### src/rtl/deadzone_camera_follow_defines.svh
// assertion helpers shared by the camera follow modules
`ifndef DEADZONE_CAMERA_FOLLOW_DEFINES_SVH
`define DEADZONE_CAMERA_FOLLOW_DEFINES_SVH

// same-cycle implication, idle during reset
`define DCF_ASSERT_IMP(lbl, ante, cons, msg) \
  lbl: assert property (@(posedge clk_i) disable iff (!rst_ni) (ante) |-> (cons)) \
    else $error(msg);

// next-cycle implication, idle during reset
`define DCF_ASSERT_NXT(lbl, ante, cons, msg) \
  lbl: assert property (@(posedge clk_i) disable iff (!rst_ni) (ante) |=> (cons)) \
    else $error(msg);

`endif

### src/rtl/dcf_pkg.sv
package dcf_pkg;

  // field widths
  localparam int unsigned POS_W     = 24;
  localparam int unsigned PIX_W     = 16;
  localparam int unsigned FT_W      = 16;
  localparam int unsigned FRAC_BITS = 8;
  localparam int unsigned IDX_W     = 4;

  // internal widths, all derived from the formats above
  localparam int unsigned EDGE_W = PIX_W + 3 + FRAC_BITS;
  localparam int unsigned DIFF_W = EDGE_W + 1;
  localparam int unsigned MAG_W  = EDGE_W - 1;
  localparam int unsigned GAIN_W = FT_W + 3;
  localparam int unsigned PROD_W = MAG_W + GAIN_W;
  localparam int unsigned SCL_W  = PROD_W - FT_W;
  localparam int unsigned SUM_W  = SCL_W + 2;

  localparam logic signed [POS_W-1:0] POS_MAX = {1'b0, {(POS_W-1){1'b1}}};
  localparam logic signed [POS_W-1:0] POS_MIN = {1'b1, {(POS_W-1){1'b0}}};

  // microprogram
  localparam int unsigned STEP_NUM = 14;
  localparam int unsigned STEP_W   = $clog2(STEP_NUM);

  typedef enum logic [IDX_W-1:0] {
    REG_LOCKED    = 4'd0,
    REG_DZ_WIDTH  = 4'd1,
    REG_DZ_HEIGHT = 4'd2,
    REG_VIEW_W    = 4'd3,
    REG_VIEW_H    = 4'd4,
    REG_WORLD_W   = 4'd5,
    REG_WORLD_H   = 4'd6,
    REG_LOOKAHEAD = 4'd7
  } dcf_reg_e;

  typedef enum logic [3:0] {
    OP_NOP,
    OP_LOAD,
    OP_EDGE,
    OP_DIFF_DZ,
    OP_MUL,
    OP_STEP,
    OP_DIFF_LA,
    OP_CLAMP,
    OP_DONE
  } dcf_op_e;

  typedef enum logic [1:0] {
    COND_NONE,
    COND_LOCKED,
    COND_INSIDE
  } dcf_cond_e;

  typedef enum logic {
    AXIS_X,
    AXIS_Y
  } dcf_axis_e;

  typedef enum logic {
    GAIN_DZ,
    GAIN_LA
  } dcf_gain_e;

  typedef struct packed {
    dcf_op_e             op;
    dcf_cond_e           cond;
    dcf_axis_e           axis;
    dcf_gain_e           gain;
    logic [STEP_W-1:0]   target;
  } dcf_uword_t;

  typedef struct packed {
    logic      accept;
    dcf_op_e   op;
    dcf_axis_e axis;
    dcf_gain_e gain;
  } dcf_ctrl_t;

  typedef struct packed {
    logic             locked;
    logic [PIX_W-1:0] dz_width;
    logic [PIX_W-1:0] dz_height;
    logic [PIX_W-1:0] view_width;
    logic [PIX_W-1:0] view_height;
    logic [PIX_W-1:0] world_width;
    logic [PIX_W-1:0] world_height;
    logic [PIX_W-1:0] lookahead;
  } dcf_cfg_t;

endpackage

### src/rtl/deadzone_camera_follow.sv
// Dead zone camera follow with horizontal lookahead.
// Input channel (in_valid_i / in_stall_o): one transfer per frame carrying the
// player position (signed Q16.8), the left/right movement flags and the frame
// time (Q0.16 seconds). Output channel (out_valid_o / out_stall_i): one
// transfer per input transfer with the updated view origin (unsigned Q15.8).
// Configuration: cfg_we_i writes cfg_data_i to register cfg_idx_i (0 locked,
// 1..2 dead zone size, 3..4 view size, 5..6 world size, 7 lookahead); other
// indexes are ignored. Write only while no item is in flight.
// The microprogram runs up to 14 steps, one per cycle, but its last step
// waits while the output register is stalled; an axis inside its dead zone
// skips its two update steps, and with locked set the program jumps from its
// load step to the last step. One item runs at a time, on the single shared
// multiplier and the step counter walking the control store.
// A finished result sits in the output register; a stall there lets the next
// item run, which then waits at its last step until the output register frees.
// Reset clears all configuration registers, the view origin, the output valid
// and the sequencer busy flag, so the input is not stalled.
module deadzone_camera_follow import dcf_pkg::*; (
  input  logic                    clk_i,
  input  logic                    rst_ni,
  input  logic                    cfg_we_i,
  input  logic [IDX_W-1:0]        cfg_idx_i,
  input  logic [PIX_W-1:0]        cfg_data_i,
  input  logic                    in_valid_i,
  output logic                    in_stall_o,
  input  logic signed [POS_W-1:0] player_x_i,
  input  logic signed [POS_W-1:0] player_y_i,
  input  logic                    move_left_i,
  input  logic                    move_right_i,
  input  logic [FT_W-1:0]         frame_time_i,
  output logic                    out_valid_o,
  input  logic                    out_stall_i,
  output logic [POS_W-2:0]        view_x_o,
  output logic [POS_W-2:0]        view_y_o
);

  dcf_cfg_t         cfg_q;
  dcf_ctrl_t        ctrl;
  logic             dz_inside;
  logic             out_free;
  logic             out_load;
  logic [POS_W-2:0] org_x, org_y;
  logic             out_valid_q;
  logic [POS_W-2:0] view_x_q, view_y_q;

  // configuration registers
  always_ff @(posedge clk_i or negedge rst_ni) begin
    if (!rst_ni) begin
      cfg_q <= '0;
    end else if (cfg_we_i) begin
      case (cfg_idx_i)
        REG_LOCKED:    cfg_q.locked       <= cfg_data_i[0];
        REG_DZ_WIDTH:  cfg_q.dz_width     <= cfg_data_i;
        REG_DZ_HEIGHT: cfg_q.dz_height    <= cfg_data_i;
        REG_VIEW_W:    cfg_q.view_width   <= cfg_data_i;
        REG_VIEW_H:    cfg_q.view_height  <= cfg_data_i;
        REG_WORLD_W:   cfg_q.world_width  <= cfg_data_i;
        REG_WORLD_H:   cfg_q.world_height <= cfg_data_i;
        REG_LOOKAHEAD: cfg_q.lookahead    <= cfg_data_i;
        default: begin
        end
      endcase
    end
  end

  assign out_free = !out_valid_q || !out_stall_i;

  dcf_sequencer u_seq (
    .clk_i       (clk_i),
    .rst_ni      (rst_ni),
    .in_valid_i  (in_valid_i),
    .in_stall_o  (in_stall_o),
    .locked_i    (cfg_q.locked),
    .dz_inside_i (dz_inside),
    .out_free_i  (out_free),
    .ctrl_o      (ctrl),
    .out_load_o  (out_load)
  );

  dcf_datapath u_dp (
    .clk_i        (clk_i),
    .rst_ni       (rst_ni),
    .ctrl_i       (ctrl),
    .cfg_i        (cfg_q),
    .player_x_i   (player_x_i),
    .player_y_i   (player_y_i),
    .move_left_i  (move_left_i),
    .move_right_i (move_right_i),
    .frame_time_i (frame_time_i),
    .dz_inside_o  (dz_inside),
    .org_x_o      (org_x),
    .org_y_o      (org_y)
  );

  // output register valid
  always_ff @(posedge clk_i or negedge rst_ni) begin
    if (!rst_ni) begin
      out_valid_q <= 1'b0;
    end else if (out_load) begin
      out_valid_q <= 1'b1;
    end else if (!out_stall_i) begin
      out_valid_q <= 1'b0;
    end
  end

  // output register payload
  always_ff @(posedge clk_i) begin
    if (out_load) begin
      view_x_q <= org_x;
      view_y_q <= org_y;
    end
  end

  assign out_valid_o = out_valid_q;
  assign view_x_o    = view_x_q;
  assign view_y_o    = view_y_q;

endmodule

### src/rtl/dcf_sequencer.sv
`include "deadzone_camera_follow_defines.svh"

module dcf_sequencer import dcf_pkg::*; (
  input  logic      clk_i,
  input  logic      rst_ni,
  input  logic      in_valid_i,
  output logic      in_stall_o,
  input  logic      locked_i,
  input  logic      dz_inside_i,
  input  logic      out_free_i,
  output dcf_ctrl_t ctrl_o,
  output logic      out_load_o
);

  localparam logic [STEP_W-1:0] STEP_FIRST = STEP_W'(0);
  localparam logic [STEP_W-1:0] STEP_Y     = STEP_W'(5);
  localparam logic [STEP_W-1:0] STEP_LA    = STEP_W'(9);
  localparam logic [STEP_W-1:0] STEP_DONE  = STEP_W'(13);

  // control store: one word per step
  localparam dcf_uword_t UCODE [STEP_NUM] = '{
    '{OP_LOAD,    COND_LOCKED, AXIS_X, GAIN_DZ, STEP_DONE},
    '{OP_EDGE,    COND_NONE,   AXIS_X, GAIN_DZ, STEP_FIRST},
    '{OP_DIFF_DZ, COND_INSIDE, AXIS_X, GAIN_DZ, STEP_Y},
    '{OP_MUL,     COND_NONE,   AXIS_X, GAIN_DZ, STEP_FIRST},
    '{OP_STEP,    COND_NONE,   AXIS_X, GAIN_DZ, STEP_FIRST},
    '{OP_EDGE,    COND_NONE,   AXIS_Y, GAIN_DZ, STEP_FIRST},
    '{OP_DIFF_DZ, COND_INSIDE, AXIS_Y, GAIN_DZ, STEP_LA},
    '{OP_MUL,     COND_NONE,   AXIS_Y, GAIN_DZ, STEP_FIRST},
    '{OP_STEP,    COND_NONE,   AXIS_Y, GAIN_DZ, STEP_FIRST},
    '{OP_DIFF_LA, COND_NONE,   AXIS_X, GAIN_LA, STEP_FIRST},
    '{OP_MUL,     COND_NONE,   AXIS_X, GAIN_LA, STEP_FIRST},
    '{OP_STEP,    COND_NONE,   AXIS_X, GAIN_LA, STEP_FIRST},
    '{OP_CLAMP,   COND_NONE,   AXIS_X, GAIN_DZ, STEP_FIRST},
    '{OP_DONE,    COND_NONE,   AXIS_X, GAIN_DZ, STEP_FIRST}
  };

  logic              busy_q, busy_d;
  logic [STEP_W-1:0] step_q, step_d;
  dcf_uword_t        uword;
  logic              jump;
  logic              accept;

  assign uword      = UCODE[step_q];
  assign accept     = in_valid_i && !busy_q;
  assign in_stall_o = busy_q;

  // jump condition decode
  always_comb begin
    case (uword.cond)
      COND_LOCKED: jump = locked_i;
      COND_INSIDE: jump = dz_inside_i;
      default:     jump = 1'b0;
    endcase
  end

  // control word to the datapath
  always_comb begin
    ctrl_o.accept = accept;
    ctrl_o.op     = busy_q ? uword.op : OP_NOP;
    ctrl_o.axis   = uword.axis;
    ctrl_o.gain   = uword.gain;
    out_load_o    = busy_q && (uword.op == OP_DONE) && out_free_i;
  end

  // step counter and busy flag
  always_comb begin
    busy_d = busy_q;
    step_d = step_q;
    if (!busy_q) begin
      if (accept) begin
        busy_d = 1'b1;
        step_d = STEP_FIRST;
      end
    end else if (uword.op == OP_DONE) begin
      if (out_free_i) begin
        busy_d = 1'b0;
      end
    end else if (jump) begin
      step_d = uword.target;
    end else begin
      step_d = step_q + STEP_W'(1);
    end
  end

  always_ff @(posedge clk_i or negedge rst_ni) begin
    if (!rst_ni) begin
      busy_q <= 1'b0;
      step_q <= STEP_FIRST;
    end else begin
      busy_q <= busy_d;
      step_q <= step_d;
    end
  end

  `DCF_ASSERT_NXT(a_accept_starts, accept, busy_q && (step_q == STEP_FIRST), "program not started on transfer")
  `DCF_ASSERT_IMP(a_step_bound, busy_q, step_q <= STEP_DONE, "step counter past end of program")

endmodule

### src/rtl/dcf_datapath.sv
`include "deadzone_camera_follow_defines.svh"

module dcf_datapath import dcf_pkg::*; (
  input  logic                    clk_i,
  input  logic                    rst_ni,
  input  dcf_ctrl_t               ctrl_i,
  input  dcf_cfg_t                cfg_i,
  input  logic signed [POS_W-1:0] player_x_i,
  input  logic signed [POS_W-1:0] player_y_i,
  input  logic                    move_left_i,
  input  logic                    move_right_i,
  input  logic [FT_W-1:0]         frame_time_i,
  output logic                    dz_inside_o,
  output logic [POS_W-2:0]        org_x_o,
  output logic [POS_W-2:0]        org_y_o
);

  // clamp to [0, world - view], zero winning
  function automatic logic [POS_W-2:0] clamp_axis(input logic signed [POS_W-1:0] v,
                                                  input logic [PIX_W-1:0] world,
                                                  input logic [PIX_W-1:0] view);
    logic signed [PIX_W:0]    span;
    logic signed [EDGE_W-1:0] hi;
    logic signed [EDGE_W-1:0] ve;
    span = signed'({1'b0, world}) - signed'({1'b0, view});
    hi   = EDGE_W'(span) <<< FRAC_BITS;
    ve   = EDGE_W'(v);
    if (ve > hi) ve = hi;
    if (ve < 0)  ve = '0;
    return ve[POS_W-2:0];
  endfunction

  // latched item
  logic signed [POS_W-1:0] px_q, py_q;
  logic                    left_q, right_q;
  logic [FT_W-1:0]         ft_q;

  // working registers
  logic signed [POS_W-1:0]  w_x_q, w_y_q;
  logic [GAIN_W-1:0]        gain_dz_q, gain_la_q;
  logic signed [EDGE_W-1:0] lo_q, hi_q;
  logic [MAG_W-1:0]         mag_q;
  logic                     neg_q;
  logic [PROD_W-1:0]        prod_q;
  logic [POS_W-2:0]         org_x_q, org_y_q;

  // axis selection
  logic signed [POS_W-1:0] w_sel, p_sel;
  logic [PIX_W-1:0]        view_sel, dz_sel;
  logic [GAIN_W-1:0]       gain_sel;

  assign w_sel    = (ctrl_i.axis == AXIS_Y) ? w_y_q : w_x_q;
  assign p_sel    = (ctrl_i.axis == AXIS_Y) ? py_q : px_q;
  assign view_sel = (ctrl_i.axis == AXIS_Y) ? cfg_i.view_height : cfg_i.view_width;
  assign dz_sel   = (ctrl_i.axis == AXIS_Y) ? cfg_i.dz_height : cfg_i.dz_width;
  assign gain_sel = (ctrl_i.gain == GAIN_LA) ? gain_la_q : gain_dz_q;

  // dead zone edges around the current origin
  logic signed [PIX_W:0]    vmd;
  logic [PIX_W:0]           vpd;
  logic signed [EDGE_W-1:0] lo_full, hi_full, lo_d, hi_d;

  always_comb begin
    vmd     = signed'({1'b0, view_sel}) - signed'({1'b0, dz_sel});
    vpd     = {1'b0, view_sel} + {1'b0, dz_sel};
    lo_full = EDGE_W'(vmd) <<< FRAC_BITS;
    hi_full = EDGE_W'(signed'({1'b0, vpd})) <<< FRAC_BITS;
    lo_d    = EDGE_W'(w_sel) + (lo_full >>> 1);
    hi_d    = EDGE_W'(w_sel) + (hi_full >>> 1);
  end

  // overshoot against the stored edges, low edge tested first
  logic signed [EDGE_W-1:0] p_ext, dz_diff;
  logic                     below, above;

  always_comb begin
    p_ext       = EDGE_W'(p_sel);
    below       = p_ext < lo_q;
    above       = p_ext > hi_q;
    dz_inside_o = !below && !above;
    dz_diff     = below ? (lo_q - p_ext) : (p_ext - hi_q);
  end

  // lookahead error: target minus working x
  logic signed [DIFF_W-1:0] hv_full, la_full, lead, la_diff, la_abs;

  always_comb begin
    hv_full = DIFF_W'(signed'({1'b0, cfg_i.view_width})) <<< FRAC_BITS;
    la_full = DIFF_W'(signed'({1'b0, cfg_i.lookahead})) <<< FRAC_BITS;
    if (left_q) begin
      lead = -la_full;
    end else if (right_q) begin
      lead = la_full;
    end else begin
      lead = '0;
    end
    la_diff = DIFF_W'(px_q) - (hv_full >>> 1) + lead - DIFF_W'(w_x_q);
    la_abs  = la_diff[DIFF_W-1] ? -la_diff : la_diff;
  end

  // scaled step, applied toward the sign held in neg_q, then saturated
  logic [SCL_W-1:0]        scaled;
  logic signed [SUM_W-1:0] w_ext, sc_ext, sum;
  logic signed [POS_W-1:0] step_res;

  always_comb begin
    scaled = prod_q[PROD_W-1:FT_W];
    w_ext  = SUM_W'(w_sel);
    sc_ext = signed'(SUM_W'(scaled));
    sum    = neg_q ? (w_ext - sc_ext) : (w_ext + sc_ext);
    if (sum > SUM_W'(POS_MAX)) begin
      step_res = POS_MAX;
    end else if (sum < SUM_W'(POS_MIN)) begin
      step_res = POS_MIN;
    end else begin
      step_res = signed'(sum[POS_W-1:0]);
    end
  end

  // item capture
  always_ff @(posedge clk_i) begin
    if (ctrl_i.accept) begin
      px_q    <= player_x_i;
      py_q    <= player_y_i;
      left_q  <= move_left_i;
      right_q <= move_right_i;
      ft_q    <= frame_time_i;
    end
  end

  // working registers, one operation per step
  always_ff @(posedge clk_i) begin
    case (ctrl_i.op)
      OP_LOAD: begin
        w_x_q     <= signed'({1'b0, org_x_q});
        w_y_q     <= signed'({1'b0, org_y_q});
        gain_dz_q <= (GAIN_W'(ft_q) << 2) + (GAIN_W'(ft_q) << 1);
        gain_la_q <= (GAIN_W'(ft_q) << 1) + GAIN_W'(ft_q);
      end
      OP_EDGE: begin
        lo_q <= lo_d;
        hi_q <= hi_d;
      end
      OP_DIFF_DZ: begin
        mag_q <= MAG_W'(dz_diff);
        neg_q <= below;
      end
      OP_DIFF_LA: begin
        mag_q <= MAG_W'(la_abs);
        neg_q <= la_diff[DIFF_W-1];
      end
      OP_MUL: begin
        prod_q <= PROD_W'(mag_q) * PROD_W'(gain_sel);
      end
      OP_STEP: begin
        if (ctrl_i.axis == AXIS_Y) begin
          w_y_q <= step_res;
        end else begin
          w_x_q <= step_res;
        end
      end
      default: begin
      end
    endcase
  end

  // view origin state
  always_ff @(posedge clk_i or negedge rst_ni) begin
    if (!rst_ni) begin
      org_x_q <= '0;
      org_y_q <= '0;
    end else if (ctrl_i.op == OP_CLAMP) begin
      org_x_q <= clamp_axis(w_x_q, cfg_i.world_width, cfg_i.view_width);
      org_y_q <= clamp_axis(w_y_q, cfg_i.world_height, cfg_i.view_height);
    end
  end

  assign org_x_o = org_x_q;
  assign org_y_o = org_y_q;

  `DCF_ASSERT_NXT(a_outside_nonzero, (ctrl_i.op == OP_DIFF_DZ) && !dz_inside_o, mag_q != '0, "zero overshoot outside dead zone")
  `DCF_ASSERT_NXT(a_gain_ratio, ctrl_i.op == OP_LOAD, gain_dz_q == (gain_la_q << 1), "dead zone gain not twice lookahead gain")

endmodule

### config.mk
export PLATFORM = sky130hd
export DESIGN_NAME = deadzone_camera_follow
export DESIGN_NICKNAME = d
export VERILOG_FILES = /design/src/rtl/dcf_pkg.sv /design/src/rtl/deadzone_camera_follow.sv /design/src/rtl/dcf_sequencer.sv /design/src/rtl/dcf_datapath.sv
export VERILOG_INCLUDE_DIRS = /design/src /design/src/rtl
export SDC_FILE = /design/constraint.sdc
export NUM_CORES = 2
export LEC_CHECK = 0
export BUFFER_PORTS_ARGS = -buffer_cell sky130_fd_sc_hd__buf_2
export CAP_MARGIN = 20
export CORE_ASPECT_RATIO = 1.1
export CORE_MARGIN = 3
export CORE_UTILIZATION = 37
export DETAILED_ROUTE_END_ITERATION = 10
export PLACE_DENSITY = 0.52
export SETUP_SLACK_MARGIN = 0.2
export SYNTH_ARGS = -nofsm -noshare
export SYNTH_HDL_FRONTEND = slang
export SYNTH_SLANG_ARGS = --single-unit
### constraint.sdc
create_clock -name clk_i -period 18.9 [get_ports clk_i]
set_clock_uncertainty 0.2 [all_clocks]
set_input_delay 5.67 -clock clk_i [delete_from_list [all_inputs] [get_ports clk_i]]
set_output_delay 5.67 -clock clk_i [all_outputs]
set_load 0.01 [all_outputs]
==> out/metrics.yaml <==
final_nets: 5894
fmax_ghz: 0.1141
num_rows: 136
synth-edff-count: 278
core_region_area_um2: 125100
setup_tns_ns: 0
synthTopCellsByArea: "fa_1 (19%), edfxtp_1 (18%), ha_1 (11%), dfrtp_1 (8.8%), inv_1 (6.0%)"
antenna-diode-count: 0
antenna_left: 0
crit_arrival_ns: 8.92
synth_compound_area_share_pct: 11.90
period_minus_slack_ns: 8.767
synthCells: 4884
synthAdderAreaFrac_pct: 29.95
clock_path_buffers: 3
die_area_um2: 130400
grtUsageTotal_pct: 21.98
ys_seq_area_share_pct: 26.73
drcViolationCount: 0
cap_violations: 0
num_io_pins: 139
worstSetupPathType: "reg2reg"
hold_viol_final: 0
die_w_um: 344.6
most-common-layout-cells: "inv_1 (739), nand2_1 (509), fa_1 (437)"
grt_pass1_wl_um: 217100
area_growth_pct: 8.938
overflow: 0
path_max_fanout: 25
final_common_cell: "inv_1"
slowest_delay_ns: 0.63
die_y_um: 378.5
fin_crit_sh_pct: 46.39
via_count: 34630
startpoint_type: "flop"
grt_pass1_vias: 35730
via_per_inst: 5.213
setup_viol: 0
cts_tree: "built"
io_buffers: 138
post_cts_buffers: 0
netlist.area_leader.share_pct: 18.74
synth_nets: 5830
clkLatencyLatePin_ns: 0.63
drtIter0Drc: 2088
muxShareOfSynthArea_pct: 4.989
maxSlewHeadroom_pct: 25.29
cts-hold-fix-buffers: 0
fin_ws_ns: 10.13
clockRootBuffer: "clkbuf_16"
yosysUniqueCellTypes: 84
start_util_pct: 37.32
crit_path_end_kind: "flop"
synth_area_um2: 46670
clkTransAtPathRegs_ns: 0.06
tightest_slew_ns: 1.117
gp_congestion: 0.9157
synth-seq-cells: 443
numCtsBuffers: 48
synth-xor-area-share_pct: 4.936
antenna_found_initial: 2
ys_warn_count: 0
drive_gt1_share_pct: 9.284
htreeDepth: 2
slew_viol_final: 0
avgSynthCellArea_um2: 9.556
routed_wl_um: 142300
worstPathRequired_ns: 19.05
postCtsResizedCells: 0
synth_largest_area_cell: "fa_1"
synth_ff_type: "edfxtp_1"
hpwl_um: 115700
synth_top_family_by_area: "adder cells"
pre_cts_slack_ns: 10.08
async_flop_share_pct: 37.25
firstDrtPassIters: 5
crit_top_cell: "fa_1"
status: "finished clean"
cts_sinks: 443
synthSimpleGateAreaFrac_pct: 14.11
rsz0062_at_grt: "false"
grt_max_degree: 69
slowest_stage: "o21bai_1"
wl_per_cell_um: 21.42
min_path_type: "reg2reg"
[state kept, by name, indices dropped and copies added (netlist names)]
| register | flops |
|---|---|
| cfg_q | 113 |
| u_dp.gain_dz_q | 18 |
| u_dp.org_y_o | 23 |
| u_dp.w_x_q | 24 |
| u_dp.lo_q | 18 |
| u_seq.in_stall_o | 1 |
| u_dp.left_q | 1 |
| u_dp.px_q | 24 |
| u_dp.w_y_q | 24 |
| u_dp.hi_q | 26 |
| u_dp.prod_q | 29 |
| u_dp.ft_q | 16 |
| u_dp.right_q | 1 |
| out_valid_o | 1 |
| u_dp.neg_q | 1 |
| u_dp.py_q | 24 |
| view_y_o | 23 |
| view_x_o | 23 |
| u_dp.org_x_o | 23 |
| u_seq.step_q | 4 |
| u_dp.mag_q | 26 |
[final timing paths]
check / from / to / slack (ns) / depth (start not counted)
max: u_seq.step_q[3] / u_dp.prod_q[44] / 10.13 / 26
max in group asynchronous: rst_ni / u_seq.in_stall_o / 12.32 / 2
min in group asynchronous: rst_ni / cfg_q[91] / 4.88 / 1
min: u_dp.org_x_o[11] / view_x_o[11] / 0.28 / 0
max reg2reg: u_seq.step_q[3] / u_dp.prod_q[44] / 10.13 / 26
min reg2reg: u_dp.org_x_o[11] / view_x_o[11] / 0.28 / 0
[through the flow]
stage	instance area (um^2)	util, %	hold slack, ns	cells
after floorplan	46670	-	0.2334	4884
after global placement	49170	39.32	0.2681	6550
after detailed placement	49220	39.35	0.2628	6552
after CTS	50820	40.63	0.2798	6641
after global routing	50840	40.65	0.2959	6643
final	50840	40.65	0.2810	6643
[logic make-up (layout without fill, tap and decap cells)]
family / after synthesis / count (layout)
compound gates: 858 / 858
xor+xnor: 263 / 263
fa+ha+maj: 855 / 855
buf+inv: 906 / 1009
flops: 443 / 443
mux: 213 / 213
simple gates: 1346 / 1346
[layout make-up]
class	count	area (um^2)
timing repair buffer	180	1047
fill	12530	74230
clock buffer	64	1353
tap	1656	2072
clock inverter	25	250.2
inverter	740	2779
sequential	443	12480
multi-input combinational	3535	30860
[per-layer routing]
metal	share of wire (%)	GRT usage, %
met5	0	0
met4	5.7	10.80
met3	3.2	1.515
met2	50	38.96
met1	41	26.94
[Yosys cell counts, drive strengths merged, types with 157 or more instances]
library cell  count
o21ai           200
dfrtp           165
fa              437
ha              418
and2            262
nor2            223
a21oi           226
nand2           510
xnor2           178
mux2            157
edfxtp          278
inv             740
[critical path: cells and delay by family, from the launching register on]
kind            cells  cell delay [ns]
fa+ha+maj           7             3.36
compound gates      7             2.01
simple gates        5             1.06
flops               1             0.60
mux                 1             0.59
buf+inv             5             0.50
xor+xnor            1             0.14
Power is left out: the tool's default activity adds up to more than one toggle a clock period on the data nets, which glitch-free logic cannot reach.
